[config.mk]
export PLATFORM = sky130hd
export DESIGN_NAME = clamped_integer_power
export DESIGN_NICKNAME = d
export VERILOG_FILES = /design/src/rtl/core/cip_pkg.sv /design/src/rtl/core/clamped_integer_power.sv /design/src/rtl/core/cip_ctrl.sv /design/src/rtl/core/cip_dp.sv
export SDC_FILE = /design/constraint.sdc
export NUM_CORES = 2
export LEC_CHECK = 0
export ABC_AREA = 1
export BUFFER_PORTS_ARGS = -buffer_cell sky130_fd_sc_hd__buf_2
export CAP_MARGIN = 20
export CORE_ASPECT_RATIO = 2
export CORE_MARGIN = 1.5
export CORE_UTILIZATION = 61
export DETAILED_ROUTE_END_ITERATION = 12
export PLACE_DENSITY = 0.8
export SYNTH_ARGS = -nofsm -noshare
export SYNTH_HDL_FRONTEND = slang
export SYNTH_SLANG_ARGS = --single-unit
[constraint.sdc]
create_clock -name clk -period 14.3 [get_ports clk]
set_input_delay 1.43 -clock clk [delete_from_list [all_inputs] [get_ports clk]]
set_output_delay 1.43 -clock clk [all_outputs]
set_load 0.02 [all_outputs]
[src/rtl/core/cip_pkg.sv]
package cip_pkg;

  localparam int VAL_W         = 26;
  localparam int POW_W         = 4;
  localparam int CLAMP_W       = 25;
  localparam int MAG_W         = 26;
  localparam int PROD_W        = 2 * MAG_W + 1;
  localparam int MAX_EXP_DEF   = 10;
  localparam int FRAC_BITS_DEF = 20;

  localparam logic [CLAMP_W-1:0] CLAMP_RESET = 25'd10485759;
  localparam logic [MAG_W-1:0]   MAG_LIMIT   = 26'd1 << (VAL_W - 1);
  localparam logic [MAG_W-1:0]   MAG_CAP     = MAG_LIMIT + 26'd1;

  typedef enum logic [1:0] {
    ST_IDLE,
    ST_MUL,
    ST_FIN
  } cip_state_t;

  typedef struct packed {
    logic load;
    logic step;
    logic finish;
    logic exp_zero;
    logic exp_odd;
  } cip_cmd_t;

endpackage

[src/rtl/core/clamped_integer_power.sv]
// clamped integer power
// start/busy command channel: an item (base_value, power, last_in) is taken
// at a clock edge where start is high and busy is low. power saturates at
// MAX_EXP-1. the result (result_value, clamped, low_saturated, last_out) is
// shown for exactly one cycle with done high; the receiver cannot stall,
// so every result must be taken in that cycle.
// one shared rounding multiplier works one product per cycle, so an item
// with exponent p steps through ST_MUL for any products it needs and then
// ST_FIN, which registers the result and raises done; busy drops at that
// same edge, so a new item may be accepted while done is shown.
// clamp_limit is written on any edge with clamp_limit_we high; the user
// must write it only while the block is idle, which the block itself does
// not enforce. reset (rst, synchronous) returns the controller to idle,
// drops done and loads clamp_limit with about 9.999999 in Q5.20.
module clamped_integer_power #(
  parameter int MAX_EXP   = cip_pkg::MAX_EXP_DEF,
  parameter int FRAC_BITS = cip_pkg::FRAC_BITS_DEF
) (
  input  logic                             clk,
  input  logic                             rst,
  input  logic                             start,
  output logic                             busy,
  input  logic signed [cip_pkg::VAL_W-1:0] base_value,
  input  logic [cip_pkg::POW_W-1:0]        power,
  input  logic                             last_in,
  input  logic                             clamp_limit_we,
  input  logic [cip_pkg::CLAMP_W-1:0]      clamp_limit_wdata,
  output logic                             done,
  output logic signed [cip_pkg::VAL_W-1:0] result_value,
  output logic                             clamped,
  output logic                             low_saturated,
  output logic                             last_out
);
  import cip_pkg::*;

  cip_cmd_t cmd;

  cip_ctrl #(
    .MAX_EXP(MAX_EXP)
  ) u_ctrl (
    .clk   (clk),
    .rst   (rst),
    .start (start),
    .power (power),
    .busy  (busy),
    .cmd   (cmd)
  );

  cip_dp #(
    .FRAC_BITS(FRAC_BITS)
  ) u_dp (
    .clk               (clk),
    .rst               (rst),
    .cmd               (cmd),
    .base_value        (base_value),
    .last_in           (last_in),
    .clamp_limit_we    (clamp_limit_we),
    .clamp_limit_wdata (clamp_limit_wdata),
    .result_value      (result_value),
    .clamped           (clamped),
    .low_saturated     (low_saturated),
    .last_out          (last_out),
    .done              (done)
  );

endmodule

[src/rtl/core/cip_ctrl.sv]
module cip_ctrl #(
  parameter int MAX_EXP = cip_pkg::MAX_EXP_DEF
) (
  input  logic                    clk,
  input  logic                    rst,
  input  logic                    start,
  input  logic [cip_pkg::POW_W-1:0] power,
  output logic                    busy,
  output cip_pkg::cip_cmd_t       cmd
);
  import cip_pkg::*;

  localparam int CNT_W = $clog2(MAX_EXP);

  cip_state_t       state, state_next;
  logic [CNT_W-1:0] count, count_next;
  logic [CNT_W-1:0] p_sat;
  logic             accept;

  // exponent saturates at the top of its range
  always_comb begin
    if (int'(power) > MAX_EXP - 1) begin
      p_sat = CNT_W'(MAX_EXP - 1);
    end else begin
      p_sat = power[CNT_W-1:0];
    end
  end

  assign accept = start && (state == ST_IDLE);
  assign busy   = (state != ST_IDLE);

  always_comb begin
    state_next = state;
    unique case (state)
      ST_IDLE: begin
        if (start) begin
          state_next = (p_sat > CNT_W'(1)) ? ST_MUL : ST_FIN;
        end
      end
      ST_MUL: begin
        if (count == CNT_W'(1)) begin
          state_next = ST_FIN;
        end
      end
      ST_FIN:  state_next = ST_IDLE;
      default: state_next = ST_IDLE;
    endcase
  end

  always_comb begin
    count_next = count;
    if (accept) begin
      count_next = (p_sat == '0) ? '0 : p_sat - CNT_W'(1);
    end else if (state == ST_MUL) begin
      count_next = count - CNT_W'(1);
    end
  end

  always_comb begin
    cmd          = '0;
    cmd.exp_zero = (p_sat == '0);
    cmd.exp_odd  = p_sat[0];
    unique case (state)
      ST_IDLE: cmd.load   = start;
      ST_MUL:  cmd.step   = 1'b1;
      ST_FIN:  cmd.finish = 1'b1;
      default: cmd        = '0;
    endcase
  end

  always_ff @(posedge clk) begin
    if (rst) begin
      state <= ST_IDLE;
      count <= '0;
    end else begin
      state <= state_next;
      count <= count_next;
    end
  end

endmodule

[src/rtl/core/cip_dp.sv]
module cip_dp #(
  parameter int FRAC_BITS = cip_pkg::FRAC_BITS_DEF
) (
  input  logic                             clk,
  input  logic                             rst,
  input  cip_pkg::cip_cmd_t                cmd,
  input  logic signed [cip_pkg::VAL_W-1:0] base_value,
  input  logic                             last_in,
  input  logic                             clamp_limit_we,
  input  logic [cip_pkg::CLAMP_W-1:0]      clamp_limit_wdata,
  output logic signed [cip_pkg::VAL_W-1:0] result_value,
  output logic                             clamped,
  output logic                             low_saturated,
  output logic                             last_out,
  output logic                             done
);
  import cip_pkg::*;

  localparam logic [MAG_W-1:0]  ONE_VAL =
    (FRAC_BITS >= VAL_W - 1) ? (MAG_LIMIT - 26'd1) : (26'd1 << FRAC_BITS);
  localparam logic [PROD_W-1:0] HALF = PROD_W'(1) << (FRAC_BITS - 1);

  logic [CLAMP_W-1:0] clamp_limit;
  logic [MAG_W-1:0]   mag, m, m_next;
  logic               neg, exp_zero, exp_odd, last_r;
  logic [PROD_W-1:0]  prod, rounded;
  logic [VAL_W-1:0]   raw, res;
  logic               res_clamped, res_lowsat, rneg;

  assign raw = base_value;

  // rounded magnitude product, capped just above the representable range
  always_comb begin
    prod    = PROD_W'(m) * PROD_W'(mag) + HALF;
    rounded = prod >> FRAC_BITS;
    m_next  = (rounded > PROD_W'(MAG_CAP)) ? MAG_CAP : rounded[MAG_W-1:0];
  end

  always_comb begin
    rneg        = neg && exp_odd && (m != '0);
    res         = '0;
    res_clamped = 1'b0;
    res_lowsat  = 1'b0;
    if (exp_zero) begin
      res = ONE_VAL;
    end else if (!rneg) begin
      if (m > MAG_W'(clamp_limit)) begin
        res         = VAL_W'(clamp_limit);
        res_clamped = 1'b1;
      end else begin
        res = m;
      end
    end else if (m > MAG_LIMIT) begin
      res        = MAG_LIMIT;
      res_lowsat = 1'b1;
    end else begin
      res = '0 - m;
    end
  end

  always_ff @(posedge clk) begin
    if (rst) begin
      clamp_limit <= CLAMP_RESET;
      done        <= 1'b0;
    end else begin
      if (clamp_limit_we) begin
        clamp_limit <= clamp_limit_wdata;
      end
      done <= cmd.finish;
    end
  end

  always_ff @(posedge clk) begin
    if (cmd.load) begin
      neg      <= raw[VAL_W-1];
      mag      <= raw[VAL_W-1] ? ('0 - raw) : raw;
      m        <= raw[VAL_W-1] ? ('0 - raw) : raw;
      exp_zero <= cmd.exp_zero;
      exp_odd  <= cmd.exp_odd;
      last_r   <= last_in;
    end else if (cmd.step) begin
      m <= m_next;
    end
    if (cmd.finish) begin
      result_value  <= res;
      clamped       <= res_clamped;
      low_saturated <= res_lowsat;
      last_out      <= last_r;
    end
  end

endmodule

# After elaboration in Yosys (flattened, before gate mapping)
# Cells that the tools add are included.
# totals
reg_bits	117
latch_bits	0
mem_bits_rw	0
rom_bits	0
in_bits	60
output_inout_bits	31
word_cells	64
memories	0
# op_classes
n_addsub	5
n_mul	1
n_div	0
order_cmp	5
n_eq_ne	5
n_shift	0
mux	20
n_bitwise	1
reduce_logical	13
# op_table
cell	n
26-bit 2-to-1 mux	7
52-bit by 20-bit adder with 53-bit output, second input constant	1
26-bit by 26-bit multiplier with 52-bit output	1
1-bit by 26-bit subtractor with 26-bit output, first input constant	2
33-bit by 26-bit greater-than comparator with 1-bit output, second input constant	1
26-bit by 25-bit greater-than comparator with 1-bit output	1
26-bit greater-than comparator, second input constant	1
26-bit nonzero test	1
4-bit 2-to-1 mux	4
4-bit by 1-bit subtractor with 4-bit output, second input constant	2
2-bit 2-to-1 mux	3
2-bit nonzero test	3
1-bit 2-to-1 mux	5
4-bit by 1-bit equality test with 1-bit output, second input constant	1
4-bit by 1-bit greater-than comparator with 1-bit output, second input constant	1
4-bit greater-than comparator, second input constant	1
4-bit zero test	1
2-bit case mux with 2 select lines	1
2-bit OR reduction	2
1-bit logical AND	3
3-bit OR reduction	1
2-bit by 1-bit equality test with 1-bit output, second input constant	1
2-bit equality test, second input constant	1
2-bit zero test	1
other kinds (4)	4

# Depth between registers and ports, before layout
# logic_depth
ltp_word	6
depth_mapped	39

# Modules after synthesis
# Synthesis repeated with hierarchy kept, for this count alone.
# unflattened
hier_cells	4160
area_unflattened_um2	31346.3
# modules_own_cells
module	n_inst	cells_each	area_each_um2
cip_dp	1	4088	30880.9
cip_ctrl	1	72	465.4

# Worst setup path after synthesis
# No wires, ideal clock.
# synth_path
kind	reg2reg
startpoint	register u_dp.m[15]
endpoint	register u_dp.m[11], data pin
setup_time_ns	0.252
arrival_time_ns	6.692
required_time_ns	14.048
path_slack_ns	7.355
stages_incl_launch_ff	35
path_buffers	3
cell_sequence	edfxtp_1 clkbuf_1 buf_1 nand2_1 fa_1 inv_1 fa_1 inv_1 fa_1 fa_1 fa_1 inv_1 fa_1 inv_1 fa_1 inv_1 ha_1 nand2_1 inv_1 nand2_1 nand2_1 o21bai_1 nand2_1 nand2_1 a21oi_1 nand3_1 nand2_1 nand2_1 nor2_1 nand2_1 nor2_1 nand2_2 buf_6 nand3_2 nand2_1
# synth_via
elab_chain_cells	6
# synth_rtl
element	line	source
start: declaration	cip_dp.sv:24	logic [MAG_W-1:0] mag, m, m_next;
start signal: assignment	cip_dp.sv:77	m <= raw[VAL_W-1] ? ('0 - raw) : raw;
start signal: assignment	cip_dp.sv:82	m <= m_next;
26-bit by 26-bit multiplier with 52-bit output (*)	cip_dp.sv:34	prod = PROD_W'(m) * PROD_W'(mag) + HALF;
52-bit by 20-bit adder with 53-bit output (*)	cip_dp.sv:34	
33-bit by 26-bit greater-than comparator with 1-bit output	cip_dp.sv:36	m_next = (rounded > PROD_W'(MAG_CAP)) ? MAG_CAP : rounded[MAG_W-1:0];
26-bit 2-to-1 mux (*)	cip_dp.sv:36	
26-bit 2-to-1 mux (*)	cip_dp.sv:81	end else if (cmd.step) begin
26-bit 2-to-1 mux (*)	cip_dp.sv:74	if (cmd.load) begin
# Every way passes the cells marked *; elsewhere a longest branch is shown, timed or not. The select of a mux whose other input is x is not followed.
# A chain may end at the register's enable or synchronous reset.

# Final worst setup path
# layout_path
startpoint	register u_dp.m[14]
endpoint	register u_dp.m[10], data pin
# The elaborated chain is that of the path after synthesis.

==> results list <==
- The number of hold violations in the final report was 0.
- Row count: 117
- Count of unique library cells instantiated by Yosys: 54
- Die footprint: 52700 um2
* Non-filler instance count after layout: 4809
* Crit end category: register
- The worst pin sits at a relative slew slack of 0.238.
* Total half-perimeter wirelength after legalization and detailed placement: 78800 um
* Clk root buf: clkbuf_16
* Fraction of final layout cells with drive strength greater than 1: 0.0710
* Yosys reg bits: 117
- The number of setup buffers added after CTS is 0.
* Quantity of I/O buffers inserted on ports: 90
- Max Root-Sink Buffers: 3
* Aggregate global routing overflow: 0
- Arr. time, crit path: between 8000 and 9000 ps
* Boundary pin count: 91
- Post-DR wirelength/cell: 20.1 um
* Wire length of the first global-routing pass: roughly 150000 um
* Unrepaired setup endpoints after global routing: no
* Largest net degree at the start of global routing: 83
* Via density per instance: 5.54
- The floorplan step defined a core boundary enclosing 50800 um2.
- The smallest clock period supported by the final layout is computed as 8670 ps.
- Across every metal layer, demand over resource in global routing totals 0.385.
- Across the run, the number of max-cap violations was 0.
- Tightest Pin Transition: 1140 ps
- A synthesized cell averages between 7 and 8 um2.
- Summing every instance area after synthesis gives around 31000 um2.
- Synthesis produced a netlist with a net count of 5037.
- Wires add up to 96500 um.
* Result of the run: completed
- The biggest area contributor in the post-synthesis netlist is fa_1.
- On the final layout, the worst hold slack is 425 ps.
- Share of flip-flops with an asynchronous set or reset: 0
- After technology mapping, the gate count stands at roughly 4200.
- After routing, the total negative slack on setup checks comes to 0 ps.
- The die is 163 um wide.
- Number of enable-type register cells in the synthesized netlist: 85
- Clock latency on the worst-skew pair, taken at its later pin, is 510 ps.
- Yosys printed 0 warnings.
- Clock-pin slew was measured on the worst setup and hold paths at about 60 ps.
* Area growth from synthesis to final layout: 5.14%
* Ratio of final minimum period to clock period: 0.606
- Number of design rule violations left after detail routing: 0
- CTS tree: done
- Initial DRC count: 1576
* Post-layout utilization of the core: 0.647
- The floorplan step set the die height to 323 um.
* Class of the most critical setup path: register to register
- Biggest fanout along the worst timing path: 24
* Cell types with the highest counts after synthesis: 1204 x inv_1, 1158 x nand2_1, 575 x fa_1
* Via count of the first global-routing pass: between 20000 and 30000
- Once detail routing completed, the nets flagged for antenna violations numbered 0.
* Most frequent cell on the critical path: fa_1
- Biggest area contributors in the synthesized netlist: fa_1 37%, inv_1 14%, nand2_1 14%
- Once placement completed, the tool counted placed cells totaling 4776.
* Worst Hold Class: register to register
- For this configuration, the core starts out at a cell density of 0.615.
- Primary FF master, synth: edfxtp_1
- The slowest stage of the critical path is the edfxtp_1 cell.
- The share of synthesized area in the top cell type comes to 0.368.
* Final-stage net count: 5026
* Setup Viol. Count Final: 0
- H-tree depth: 4
- The congestion estimate from routability-driven global placement came to about 1.1.
- Hold_buf cts: 0
- The share of the Yosys chip area taken by registers is 0.102.
* Routed via count: 26600
- The first TritonRoute pass finished after 7 iterations.
* Antenna violations before repair: 1
* CTS Buf Count: 25
- FMAX: roughly 0.12 GHz
- Dominant cell by count in the synthesized netlist: inv_1
- The number of gates resized after CTS was 0.
* Pins over their slew limit: 0
- Counting every sink on the clock net gives ~120.
- WP data required: 14570 ps
- Startpoint kind of the worst setup timing path: register
- Critical path's largest stage delay: approximately 1000 ps
- Clock skew on the completed layout was measured at 21.2 ps.
[metal layers]
metal  track usage  vias to the layer above  wire (um)
met5             0                        -          0
met4         0.374                        0      11200
met3        0.0485                      676       5680
met2         0.711                     1327      51200
met1         0.353                    12800      28400
li1              -                    11900          -
[through the flow]
stage               cell area, um2  setup slack (ps)
finish                       32900              5630
global route                 32900              5290
CTS                          32900              5760
detailed placement           32200              5830
global placement             32200              5910
floorplan                    31300              7360
[sequential cells by signal (all words and copies together) (netlist names), 2 cells and up]
name / flops
u_dp.m: 26
u_ctrl.state: 2
u_dp.clamp_limit: 25
u_dp.mag: 26
u_dp.result_value: 26
u_ctrl.count: 4
[kinds of logic after synthesis]
family,count (synthesis),share of synthesized area
adder cells (fa/ha/maj),817,0.465
flip-flops,117,0.102
buffers and inverters,1413,0.172
XOR/XNOR,54,0.0154
AO/OA/AOI/OAI,240,0.0418
AND/OR/NAND/NOR,1519,0.203
[worst max-delay path, delay by kind of cell, from the launching register on]
family / cells / cell delay (ps)
fa+ha+maj: 8 / 3920
simple gates: 12 / 1560
compound gates: 3 / 1290
flops: 1 / 1020
buf+inv: 5 / 580
[cell type report]
type | count | area (um2)
timing repair buffer | 147 | 898
fill | 4307 | 17900
inverter | 1228 | 4610
antenna | 1 | 2.50
clock buffer | 27 | 633
clock inverter | 5 | 20.0
tap | 654 | 818
multi-input combinational | 2630 | 22700
sequential | 117 | 3190
[placed cells by master (no fill, tap or decap), types with 4 or more instances in the layout]
master | synthesis | layout
nor3_1 | 15 | 15
nand3b_1 | 7 | 7
o21ai_0 | 67 | 67
and3_1 | 4 | 4
a21oi_1 | 108 | 108
buf_4 | 4 | 56
xor2_1 | 43 | 43
nor2_1 | 151 | 150
dfxtp_1 | 32 | 32
nand2_1 | 1158 | 1158
nor2_4 | 7 | 7
inv_1 | 1204 | 1204
o22ai_1 | 5 | 5
nand2_2 | 19 | 19
edfxtp_1 | 85 | 85
and2_1 | 6 | 6
buf_2 | 9 | 90
nor3_2 | 11 | 11
inv_2 | 23 | 23
nand3_2 | 26 | 26
xnor2_1 | 10 | 10
o21bai_1 | 8 | 8
clkinv_1 | 1 | 5
nand4_1 | 18 | 18
clkbuf_16 | 0 | 25
o21ai_1 | 27 | 27
ha_1 | 242 | 242
or2_2 | 5 | 5
fa_1 | 575 | 575
nor2_2 | 21 | 22
nand3_1 | 63 | 63
[path summary, 6_finish.rpt]
| check | depth (start not counted) | endpoint | slack [ps] | startpoint |
|---|---|---|---|---|
| worst max-delay path | 28 | u_dp.m[10] | 5630 | u_dp.m[14] |
| worst max register to register | 28 | u_dp.m[10] | 5630 | u_dp.m[14] |
| worst min-delay path | 0 | u_dp.last_out | 430 | u_dp.last_r |
| worst min register to register | 0 | u_dp.last_out | 430 | u_dp.last_r |
Power is left out: the tool's default activity adds up to more than one toggle a clock period on the data nets, which glitch-free logic cannot reach.
